### src/hdl/assert_macros.svh
// Assertion helpers shared by the RTL.
// CHK_ASSERT is checked only while rst_n is high.
// CHK_ASSERT_ALWAYS is checked at every clock edge.
`ifndef ASSERT_MACROS_SVH
`define ASSERT_MACROS_SVH
`ifndef SYNTHESIS
`define CHK_ASSERT(lbl, prop, msg) \
  lbl: assert property (@(posedge clk) disable iff (!rst_n) prop) else $error(msg);
`define CHK_ASSERT_ALWAYS(lbl, prop, msg) \
  lbl: assert property (@(posedge clk) prop) else $error(msg);
`else
`define CHK_ASSERT(lbl, prop, msg)
`define CHK_ASSERT_ALWAYS(lbl, prop, msg)
`endif
`endif

### src/hdl/ole_pkg.sv
`default_nettype none
package ole_pkg;

  typedef enum logic [2:0] {
    REQ_INSERT = 3'd0,
    REQ_REMOVE = 3'd1,
    REQ_READ   = 3'd2,
    REQ_FIND   = 3'd3,
    REQ_PURGE  = 3'd4
  } req_t;

  typedef enum logic [1:0] {
    ST_OK       = 2'd0,
    ST_BADPOS   = 2'd1,
    ST_FULL     = 2'd2,
    ST_NOTFOUND = 2'd3
  } status_t;

  typedef enum logic [1:0] {
    S_IDLE,
    S_SCAN,
    S_FIN
  } state_t;

  localparam int PosW  = 6;
  localparam int DataW = 64;
  localparam int KeyW  = 32;
  localparam int CntOutW = 7;

endpackage
`default_nettype wire

### src/hdl/ordered_list_engine.sv
// A request rejected up front, an append or a removal of the tail is finished from idle:
// its result is registered in the cycle after start. Other requests walk the entry memory
// in S_SCAN (at most one read and one write per cycle); an insert then writes its item in S_FIN.
// One item at a time: start is taken only in idle; busy is high while out of idle (S_SCAN, S_FIN).
// Reset (rst_n low, synchronous) empties the list; the entry memory is not cleared.
// Results are strobed on out_valid for one cycle and cannot be stalled.
`default_nettype none
`include "assert_macros.svh"
module ordered_list_engine #(
  parameter int CAPACITY = 64
) (
  input  wire logic                          clk,
  input  wire logic                          rst_n,
  input  wire logic                          start,
  output logic                               busy,
  input  wire logic [2:0]                    in_req_type,
  input  wire logic [ole_pkg::PosW-1:0]      in_position,
  input  wire logic [ole_pkg::DataW-1:0]     in_item_value,
  output logic                               out_valid,
  output logic [1:0]                         out_status,
  output logic [ole_pkg::DataW-1:0]          out_read_data,
  output logic [ole_pkg::PosW-1:0]           out_found_position,
  output logic [ole_pkg::CntOutW-1:0]        out_entry_count
);

  localparam int AW = $clog2(CAPACITY);
  localparam int CW = $clog2(CAPACITY + 1);
  localparam int PW = (CW > ole_pkg::PosW) ? CW : ole_pkg::PosW;

  ole_pkg::state_t  state_r, state_nxt;
  ole_pkg::req_t    op_r, op_nxt;
  logic [ole_pkg::PosW-1:0]  pos_r, pos_nxt;
  logic [ole_pkg::DataW-1:0] val_r, val_nxt;
  logic [CW-1:0]    cnt_r, cnt_nxt;
  logic [CW-1:0]    keep_r, keep_nxt;
  logic [AW-1:0]    idx_r, idx_nxt;
  logic [AW-1:0]    tag_r, tag_nxt;
  logic             iss_r, iss_nxt;
  logic             rv_r, rv_nxt;
  logic             out_valid_r, out_valid_nxt;
  ole_pkg::status_t out_status_r, out_status_nxt;
  logic [ole_pkg::DataW-1:0] out_read_data_r, out_read_data_nxt;
  logic [ole_pkg::PosW-1:0]  out_found_position_r, out_found_position_nxt;

  logic [ole_pkg::DataW-1:0] mem [CAPACITY];
  logic [ole_pkg::DataW-1:0] mem_q_r;
  logic             mem_we;
  logic [AW-1:0]    mem_wa;
  logic [ole_pkg::DataW-1:0] mem_wd;
  logic [AW-1:0]    mem_ra;

  logic [PW-1:0]    pos_ext;
  logic [PW-1:0]    cnt_ext;
  logic [AW-1:0]    last;
  logic             nomatch;
  logic [CW-1:0]    keep_fin;

  always_ff @(posedge clk) begin
    if (mem_we) begin
      mem[mem_wa] <= mem_wd;
    end
    mem_q_r <= mem[mem_ra];
  end

  always_ff @(posedge clk) begin
    if (!rst_n) begin
      state_r     <= ole_pkg::S_IDLE;
      cnt_r       <= '0;
      iss_r       <= 1'b0;
      rv_r        <= 1'b0;
      out_valid_r <= 1'b0;
    end else begin
      state_r     <= state_nxt;
      cnt_r       <= cnt_nxt;
      iss_r       <= iss_nxt;
      rv_r        <= rv_nxt;
      out_valid_r <= out_valid_nxt;
    end
  end

  always_ff @(posedge clk) begin
    op_r                 <= op_nxt;
    pos_r                <= pos_nxt;
    val_r                <= val_nxt;
    keep_r               <= keep_nxt;
    idx_r                <= idx_nxt;
    tag_r                <= tag_nxt;
    out_status_r         <= out_status_nxt;
    out_read_data_r      <= out_read_data_nxt;
    out_found_position_r <= out_found_position_nxt;
  end

  assign pos_ext  = PW'(in_position);
  assign cnt_ext  = PW'(cnt_r);
  assign last     = AW'(cnt_r - CW'(1));
  assign nomatch  = (mem_q_r != val_r);
  assign keep_fin = keep_r + CW'(nomatch);

  always_comb begin
    state_nxt              = state_r;
    op_nxt                 = op_r;
    pos_nxt                = pos_r;
    val_nxt                = val_r;
    cnt_nxt                = cnt_r;
    keep_nxt               = keep_r;
    idx_nxt                = idx_r;
    tag_nxt                = idx_r;
    iss_nxt                = iss_r;
    rv_nxt                 = 1'b0;
    out_valid_nxt          = 1'b0;
    out_status_nxt         = out_status_r;
    out_read_data_nxt      = out_read_data_r;
    out_found_position_nxt = out_found_position_r;
    mem_we                 = 1'b0;
    mem_wa                 = AW'(in_position);
    mem_wd                 = in_item_value;
    mem_ra                 = idx_r;

    unique case (state_r)
      ole_pkg::S_IDLE: begin
        if (start) begin
          op_nxt                 = ole_pkg::req_t'(in_req_type);
          pos_nxt                = in_position;
          val_nxt                = in_item_value;
          keep_nxt               = '0;
          out_status_nxt         = ole_pkg::ST_OK;
          out_read_data_nxt      = '0;
          out_found_position_nxt = '0;
          unique case (ole_pkg::req_t'(in_req_type)) inside
            ole_pkg::REQ_INSERT: begin
              if (pos_ext > cnt_ext) begin
                out_valid_nxt  = 1'b1;
                out_status_nxt = ole_pkg::ST_BADPOS;
              end else if (cnt_r == CW'(CAPACITY)) begin
                out_valid_nxt  = 1'b1;
                out_status_nxt = ole_pkg::ST_FULL;
              end else if (pos_ext == cnt_ext) begin
                mem_we        = 1'b1;
                cnt_nxt       = cnt_r + CW'(1);
                out_valid_nxt = 1'b1;
              end else begin
                idx_nxt   = last;
                iss_nxt   = 1'b1;
                state_nxt = ole_pkg::S_SCAN;
              end
            end
            ole_pkg::REQ_REMOVE: begin
              if (pos_ext >= cnt_ext) begin
                out_valid_nxt  = 1'b1;
                out_status_nxt = ole_pkg::ST_BADPOS;
              end else if (pos_ext == cnt_ext - PW'(1)) begin
                cnt_nxt       = cnt_r - CW'(1);
                out_valid_nxt = 1'b1;
              end else begin
                idx_nxt   = AW'(in_position) + AW'(1);
                iss_nxt   = 1'b1;
                state_nxt = ole_pkg::S_SCAN;
              end
            end
            ole_pkg::REQ_READ: begin
              if (pos_ext >= cnt_ext) begin
                out_valid_nxt  = 1'b1;
                out_status_nxt = ole_pkg::ST_BADPOS;
              end else begin
                idx_nxt   = AW'(in_position);
                iss_nxt   = 1'b1;
                state_nxt = ole_pkg::S_SCAN;
              end
            end
            ole_pkg::REQ_FIND, ole_pkg::REQ_PURGE: begin
              if (cnt_r == '0) begin
                out_valid_nxt  = 1'b1;
                out_status_nxt = ole_pkg::ST_NOTFOUND;
              end else begin
                idx_nxt   = '0;
                iss_nxt   = 1'b1;
                state_nxt = ole_pkg::S_SCAN;
              end
            end
            default: begin
              out_valid_nxt  = 1'b1;
              out_status_nxt = ole_pkg::ST_BADPOS;
            end
          endcase
        end
      end

      ole_pkg::S_SCAN: begin
        if (iss_r) begin
          rv_nxt = 1'b1;
          case (op_r)
            ole_pkg::REQ_INSERT: begin
              if (idx_r == AW'(pos_r)) begin
                iss_nxt = 1'b0;
              end else begin
                idx_nxt = idx_r - AW'(1);
              end
            end
            ole_pkg::REQ_READ: begin
              iss_nxt = 1'b0;
            end
            default: begin
              if (idx_r == last) begin
                iss_nxt = 1'b0;
              end else begin
                idx_nxt = idx_r + AW'(1);
              end
            end
          endcase
        end
        if (rv_r) begin
          mem_wd = mem_q_r;
          case (op_r)
            ole_pkg::REQ_INSERT: begin
              mem_we = 1'b1;
              mem_wa = tag_r + AW'(1);
              if (tag_r == AW'(pos_r)) begin
                state_nxt = ole_pkg::S_FIN;
              end
            end
            ole_pkg::REQ_REMOVE: begin
              mem_we = 1'b1;
              mem_wa = tag_r - AW'(1);
              if (tag_r == last) begin
                cnt_nxt       = cnt_r - CW'(1);
                out_valid_nxt = 1'b1;
                iss_nxt       = 1'b0;
                state_nxt     = ole_pkg::S_IDLE;
              end
            end
            ole_pkg::REQ_READ: begin
              out_read_data_nxt = mem_q_r;
              out_valid_nxt     = 1'b1;
              iss_nxt           = 1'b0;
              state_nxt         = ole_pkg::S_IDLE;
            end
            ole_pkg::REQ_FIND: begin
              if (mem_q_r[ole_pkg::KeyW-1:0] == val_r[ole_pkg::KeyW-1:0]) begin
                out_found_position_nxt = ole_pkg::PosW'(tag_r);
                out_valid_nxt          = 1'b1;
                iss_nxt                = 1'b0;
                state_nxt              = ole_pkg::S_IDLE;
              end else if (tag_r == last) begin
                out_status_nxt = ole_pkg::ST_NOTFOUND;
                out_valid_nxt  = 1'b1;
                iss_nxt        = 1'b0;
                state_nxt      = ole_pkg::S_IDLE;
              end
            end
            default: begin
              mem_we   = nomatch;
              mem_wa   = AW'(keep_r);
              keep_nxt = keep_fin;
              if (tag_r == last) begin
                if (keep_fin == cnt_r) begin
                  out_status_nxt = ole_pkg::ST_NOTFOUND;
                end else begin
                  cnt_nxt = keep_fin;
                end
                out_valid_nxt = 1'b1;
                iss_nxt       = 1'b0;
                state_nxt     = ole_pkg::S_IDLE;
              end
            end
          endcase
        end
      end

      ole_pkg::S_FIN: begin
        mem_we        = 1'b1;
        mem_wa        = AW'(pos_r);
        mem_wd        = val_r;
        cnt_nxt       = cnt_r + CW'(1);
        out_valid_nxt = 1'b1;
        state_nxt     = ole_pkg::S_IDLE;
      end

      default: begin
        state_nxt = ole_pkg::S_IDLE;
      end
    endcase
  end

  assign busy               = (state_r != ole_pkg::S_IDLE);
  assign out_valid          = out_valid_r;
  assign out_status         = out_status_r;
  assign out_read_data      = out_read_data_r;
  assign out_found_position = out_found_position_r;
  assign out_entry_count    = ole_pkg::CntOutW'(cnt_r);

  `CHK_ASSERT(a_cnt_bound, cnt_r <= CW'(CAPACITY), "entry count above capacity")
  `CHK_ASSERT(a_write_in_list, mem_we |-> (CW'(mem_wa) <= cnt_r), "write beyond list end")
  `CHK_ASSERT(a_issue_in_scan, iss_r |-> (state_r == ole_pkg::S_SCAN), "read issued outside walk")
  `CHK_ASSERT(a_result_cause, out_valid_r |-> $past(busy || start), "result without an item")

endmodule
`default_nettype wire
### config.mk
export PLATFORM = sky130hd
export DESIGN_NAME = ordered_list_engine
export DESIGN_NICKNAME = d
export VERILOG_FILES = /design/src/hdl/ole_pkg.sv /design/src/hdl/ordered_list_engine.sv
export VERILOG_INCLUDE_DIRS = /design/src /design/src/hdl
export SDC_FILE = /design/constraint.sdc
export NUM_CORES = 2
export LEC_CHECK = 0
export ABC_AREA = 1
export BUFFER_PORTS_ARGS = -buffer_cell sky130_fd_sc_hd__buf_2
export CAP_MARGIN = 20
export CORE_ASPECT_RATIO = 2
export CORE_UTILIZATION = 42
export DETAILED_ROUTE_END_ITERATION = 7
export HOLD_SLACK_MARGIN = 0.03
export SETUP_SLACK_MARGIN = 0.15
export SYNTH_ARGS = -nofsm -noshare
export SYNTH_HDL_FRONTEND = slang
export SYNTH_SLANG_ARGS = --single-unit
export TNS_END_PERCENT = 30
### constraint.sdc
create_clock -name clk -period 5.87 [get_ports clk]
set_input_delay 1.174 -clock clk [delete_from_list [all_inputs] [get_ports clk]]
set_output_delay 1.174 -clock clk [all_outputs]
set_load 0.02 [all_outputs]
==> reports/results.tsv <==
metric	value	unit
status	finished clean	
worst-slew-pin-transition	1.32	ns
drt_first_pass_iters	6	
grt_max_degree	178	
die-area	411000	um^2
synth.distinct_cells	50	
hold_viol_final	0	
final_critical_path_setup_slack	1.01	ns
drt-total-wl	633000	um
grt_pass1_vias	114000	
cts_post_setup_buffers_inserted	0	
hold_slack	0.413	ns
cp_common_cell	sky130_fd_sc_hd__nand2_1	
synth_area_leaders	sky130_fd_sc_hd__edfxtp_1 (74%), sky130_fd_sc_hd__o21ai_0 (7.7%), sky130_fd_sc_hd__nor2_1 (6.1%)	
maxSlewViolCount	0	
worst_setup_hold_path_clk_slew	0.07	ns
max_slew_margin	0.123	
tritoncts	done	
worst_path_largest_cell_delay	0.88	ns
top_flip_flop_cell_by_instance_count_after_synthesis	sky130_fd_sc_hd__edfxtp_1	
cts_max_path_buffers	4	
met3RoutedLength	53900	um
grt.overflow.total	0	
crit_chain	inv_2 > nand2_2 > nor2_4 > nand2_1 > nand2_1 > inv_2 > ha_1 > inv_1 > nand2_1 > xor2_1 > nand2_1 > nand2_1 > nand3_1 > a21oi_1 > nand4_2 > nor2_4 > buf_12	
crit_type	register to register	
top_layer	met5	
timing.critical_path.buf_inv	4	
synth_enable_flop_cells	4254	
holdCritPathClass	input port to register	
netlist.top_cell.by_area	sky130_fd_sc_hd__edfxtp_1	
synth_top_area_frac	0.744	
grt_antenna_before_repair	50	
remaining_drc_errors	0	
place.detailed.instances	18300	
cp_data_arrival_time	5.52	ns
setup.worst_path.end_class	register	
global_route_wire_length_before_repair	872000	um
syn_area_per_cell	12.9	um^2
synthArstFlopShare	0	
finalCoreUtilization	0.478	
area_delta_synth_final	13.2	%
drive_gt1_frac	0.0972	
wl_met1	208000	um
reg2reg_slack	1.01	ns
p_per_area	457	nW/um^2
rsz0062_at_grt	no	
hpwlAfterDp	378000	um
dr_wl_met2	309000	um
clkLatencyLatePin	0.99	ns
final-setup-viol-count	0	
setup.worst_path.start_class	register	
synth.yosys.seq_area_share	0.754	
dp_worst_setup_slack	0.726	ns
floorplan.core_area	406000	um^2
chipWidth	454	um
synth-warning-count	0	
htree_num_levels	5	
vias_per_cell	6.20	
start_util	0.422	
synth_seq_cells	4336	
numCtsBuffers	370	
cts-root-buf	sky130_fd_sc_hd__clkbuf_16	
synth_cells	13300	
cts-resized-gates	0	
fin_setup_tns	0	ns
track_usage	0.301	
cts_hold_repair.buffers	0	
gp_congestion	0.924	
tritoncts_num_sinks	4336	
timing.fmax	206	MHz
postSynthNetCount	13400	
cp_slowest_cell	sky130_fd_sc_hd__nor2_4	
crit_family	simple AND/OR/NAND/NOR gates	
highest_ir_drop_seen_on_vdd	0.308	mV
fin_cells	19200	
boundaryPins	157	
finClkSkew	0.0684	ns
layout.nets	13500	
num_vias	119000	
floorplan.die.height	906	um
crit_fanout	21	
fp-row-count	331	
maxCapViolations	0	
required	6.52	ns
drt_iter0_markers	15800	
routed_wire_length_per_instance	33.0	um
placement.io_buffers	156	
layout_min_cycle_time	4.86	ns
timing.final.crit_share	0.828	
ant_nets	0	
total_leakage_power	62.3	nW
syn-cell-area	172000	um^2
[layer usage]
metal,up-vias,global-route usage
met5,-,0
met4,14,0.254
met3,1901,0.0479
met2,7115,0.502
met1,60200,0.337
li1,49700,-
[synthesized netlist by cell type, types with 2 or more instances]
cell / instances
sky130_fd_sc_hd__nor2_4: 3
sky130_fd_sc_hd__a21boi_0: 4
sky130_fd_sc_hd__o32ai_1: 12
sky130_fd_sc_hd__a21oi_1: 98
sky130_fd_sc_hd__o21ai_1: 26
sky130_fd_sc_hd__buf_2: 174
sky130_fd_sc_hd__a211oi_1: 2
sky130_fd_sc_hd__a31oi_1: 6
sky130_fd_sc_hd__and3_1: 3
sky130_fd_sc_hd__inv_2: 7
sky130_fd_sc_hd__inv_1: 198
sky130_fd_sc_hd__ha_1: 20
sky130_fd_sc_hd__a221oi_1: 8
sky130_fd_sc_hd__clkinv_1: 4
sky130_fd_sc_hd__dfxtp_1: 82
sky130_fd_sc_hd__nor4_1: 2
sky130_fd_sc_hd__a22o_1: 40
sky130_fd_sc_hd__nor2_1: 2777
sky130_fd_sc_hd__o21ai_0: 2643
sky130_fd_sc_hd__a22oi_1: 3
sky130_fd_sc_hd__o221ai_1: 4
sky130_fd_sc_hd__nand4_1: 34
sky130_fd_sc_hd__nand2_2: 5
sky130_fd_sc_hd__nand4_2: 3
sky130_fd_sc_hd__buf_6: 7
sky130_fd_sc_hd__nor3_1: 14
sky130_fd_sc_hd__nand3_1: 78
sky130_fd_sc_hd__xnor2_1: 41
sky130_fd_sc_hd__nand2_1: 597
sky130_fd_sc_hd__buf_1: 26
sky130_fd_sc_hd__edfxtp_1: 4254
sky130_fd_sc_hd__o22ai_1: 1312
sky130_fd_sc_hd__clkbuf_1: 724
sky130_fd_sc_hd__buf_4: 21
sky130_fd_sc_hd__and2_1: 2
sky130_fd_sc_hd__xor2_1: 30
sky130_fd_sc_hd__nand3_2: 10
sky130_fd_sc_hd__o31ai_1: 26
sky130_fd_sc_hd__a21oi_4: 2
[stage by stage]
step	area [um^2]	total power, mW
6_report	194000	88.7
5_1_grt	194000	90.9
4_1_cts	194000	88.1
3_5_place_dp	182000	63.3
3_3_place_gp	182000	63.1
2_1_floorplan	172000	50.9
[worst reg2reg max path, delay by kind of cell, from the launching register on]
family          cells  cell delay (ns)
xor+xnor            1             0.22
simple gates       10             2.66
flops               1             0.46
fa+ha+maj           1             0.18
buf+inv             4             0.54
compound gates      1             0.43
[cell families (layout without fill, tap and decap cells)]
kind of cell,after synthesis,in the layout,share of synthesized area
AO/OA/AOI/OAI,4194,4194,0.134
buffers and inverters,1161,1520,0.0274
other,0,182,0
AND/OR/NAND/NOR,3530,3530,0.0793
adder cells (fa/ha/maj),21,21,0.00157
XOR/XNOR,71,71,0.00362
flip-flops,4336,4336,0.754
[state kept, by name, indices dropped and copies added (netlist names)]
register            flops
idx_r                   6
iss_r                   1
keep_r                  7
mem                  4096
mem_q_r                64
op_r                    3
out_entry_count         7
out_found_position      6
out_read_data          64
out_status              2
out_valid               1
pos_r                   6
rv_r                    1
state_r                 2
tag_r                   6
val_r                  64
[cell usage in the layout (no fill, tap or decap), types with 7 or more instances in the layout]
| cell type | synthesis | layout |
|---|---|---|
| sky130_fd_sc_hd__nand2_1 | 597 | 567 |
| sky130_fd_sc_hd__buf_12 | 0 | 169 |
| sky130_fd_sc_hd__o22ai_2 | 0 | 13 |
| sky130_fd_sc_hd__ha_1 | 20 | 17 |
| sky130_fd_sc_hd__o21ai_1 | 26 | 30 |
| sky130_fd_sc_hd__clkinv_8 | 0 | 8 |
| sky130_fd_sc_hd__nand3_1 | 78 | 78 |
| sky130_fd_sc_hd__nand2_4 | 0 | 13 |
| sky130_fd_sc_hd__clkbuf_1 | 724 | 68 |
| sky130_fd_sc_hd__clkinv_1 | 4 | 72 |
| sky130_fd_sc_hd__o22ai_1 | 1312 | 1299 |
| sky130_fd_sc_hd__a22o_1 | 40 | 40 |
| sky130_fd_sc_hd__diode_2 | 0 | 182 |
| sky130_fd_sc_hd__buf_2 | 174 | 156 |
| sky130_fd_sc_hd__clkbuf_16 | 0 | 376 |
| sky130_fd_sc_hd__o21ai_0 | 2643 | 2637 |
| sky130_fd_sc_hd__a21oi_1 | 98 | 97 |
| sky130_fd_sc_hd__nand3_2 | 10 | 10 |
| sky130_fd_sc_hd__a221oi_1 | 8 | 8 |
| sky130_fd_sc_hd__nand4_1 | 34 | 34 |
| sky130_fd_sc_hd__buf_4 | 21 | 309 |
| sky130_fd_sc_hd__inv_1 | 198 | 193 |
| sky130_fd_sc_hd__inv_6 | 0 | 13 |
| sky130_fd_sc_hd__dfxtp_1 | 82 | 82 |
| sky130_fd_sc_hd__bufinv_16 | 0 | 42 |
| sky130_fd_sc_hd__inv_8 | 0 | 7 |
| sky130_fd_sc_hd__xnor2_1 | 41 | 41 |
| sky130_fd_sc_hd__clkinvlp_4 | 0 | 8 |
| sky130_fd_sc_hd__clkinv_2 | 0 | 74 |
| sky130_fd_sc_hd__nor3_1 | 14 | 14 |
| sky130_fd_sc_hd__nand2_2 | 5 | 22 |
| sky130_fd_sc_hd__o32ai_1 | 12 | 12 |
| sky130_fd_sc_hd__nor2_1 | 2777 | 2712 |
| sky130_fd_sc_hd__edfxtp_1 | 4254 | 4254 |
| sky130_fd_sc_hd__clkinv_4 | 0 | 7 |
| sky130_fd_sc_hd__xor2_1 | 30 | 30 |
| sky130_fd_sc_hd__nor2_4 | 3 | 68 |
| sky130_fd_sc_hd__o31ai_1 | 26 | 26 |
[layout make-up]
type	count	area (um^2)
timing repair buffer	637	6550
antenna	182	455
clock inverter	224	2310
inverter	209	836
fill	35300	212000
multi-input combinational	7816	38300
clock buffer	450	9750
tap	5328	6670
sequential	4336	129000
[path summary, 6_finish.rpt]
check | startpoint | endpoint | depth (start not counted)
setup / recovery | op_r[1]$_DFFE_PP_ | mem[50][25]$_DFFE_PP_ | 17
hold / removal | in_item_value[48] | val_r[48]$_DFFE_PP_ | 1
setup reg to reg | op_r[1]$_DFFE_PP_ | mem[50][25]$_DFFE_PP_ | 17
hold reg to reg | iss_r$_SDFFE_PN0P_ | rv_r$_SDFF_PN0_ | 2
[where the power goes]
group	internal (mW)	switching (mW)
clock	13.7	11.5
combinational	6.27	20.0
sequential	36.2	0.975
(Power assumes the default switching activity.)
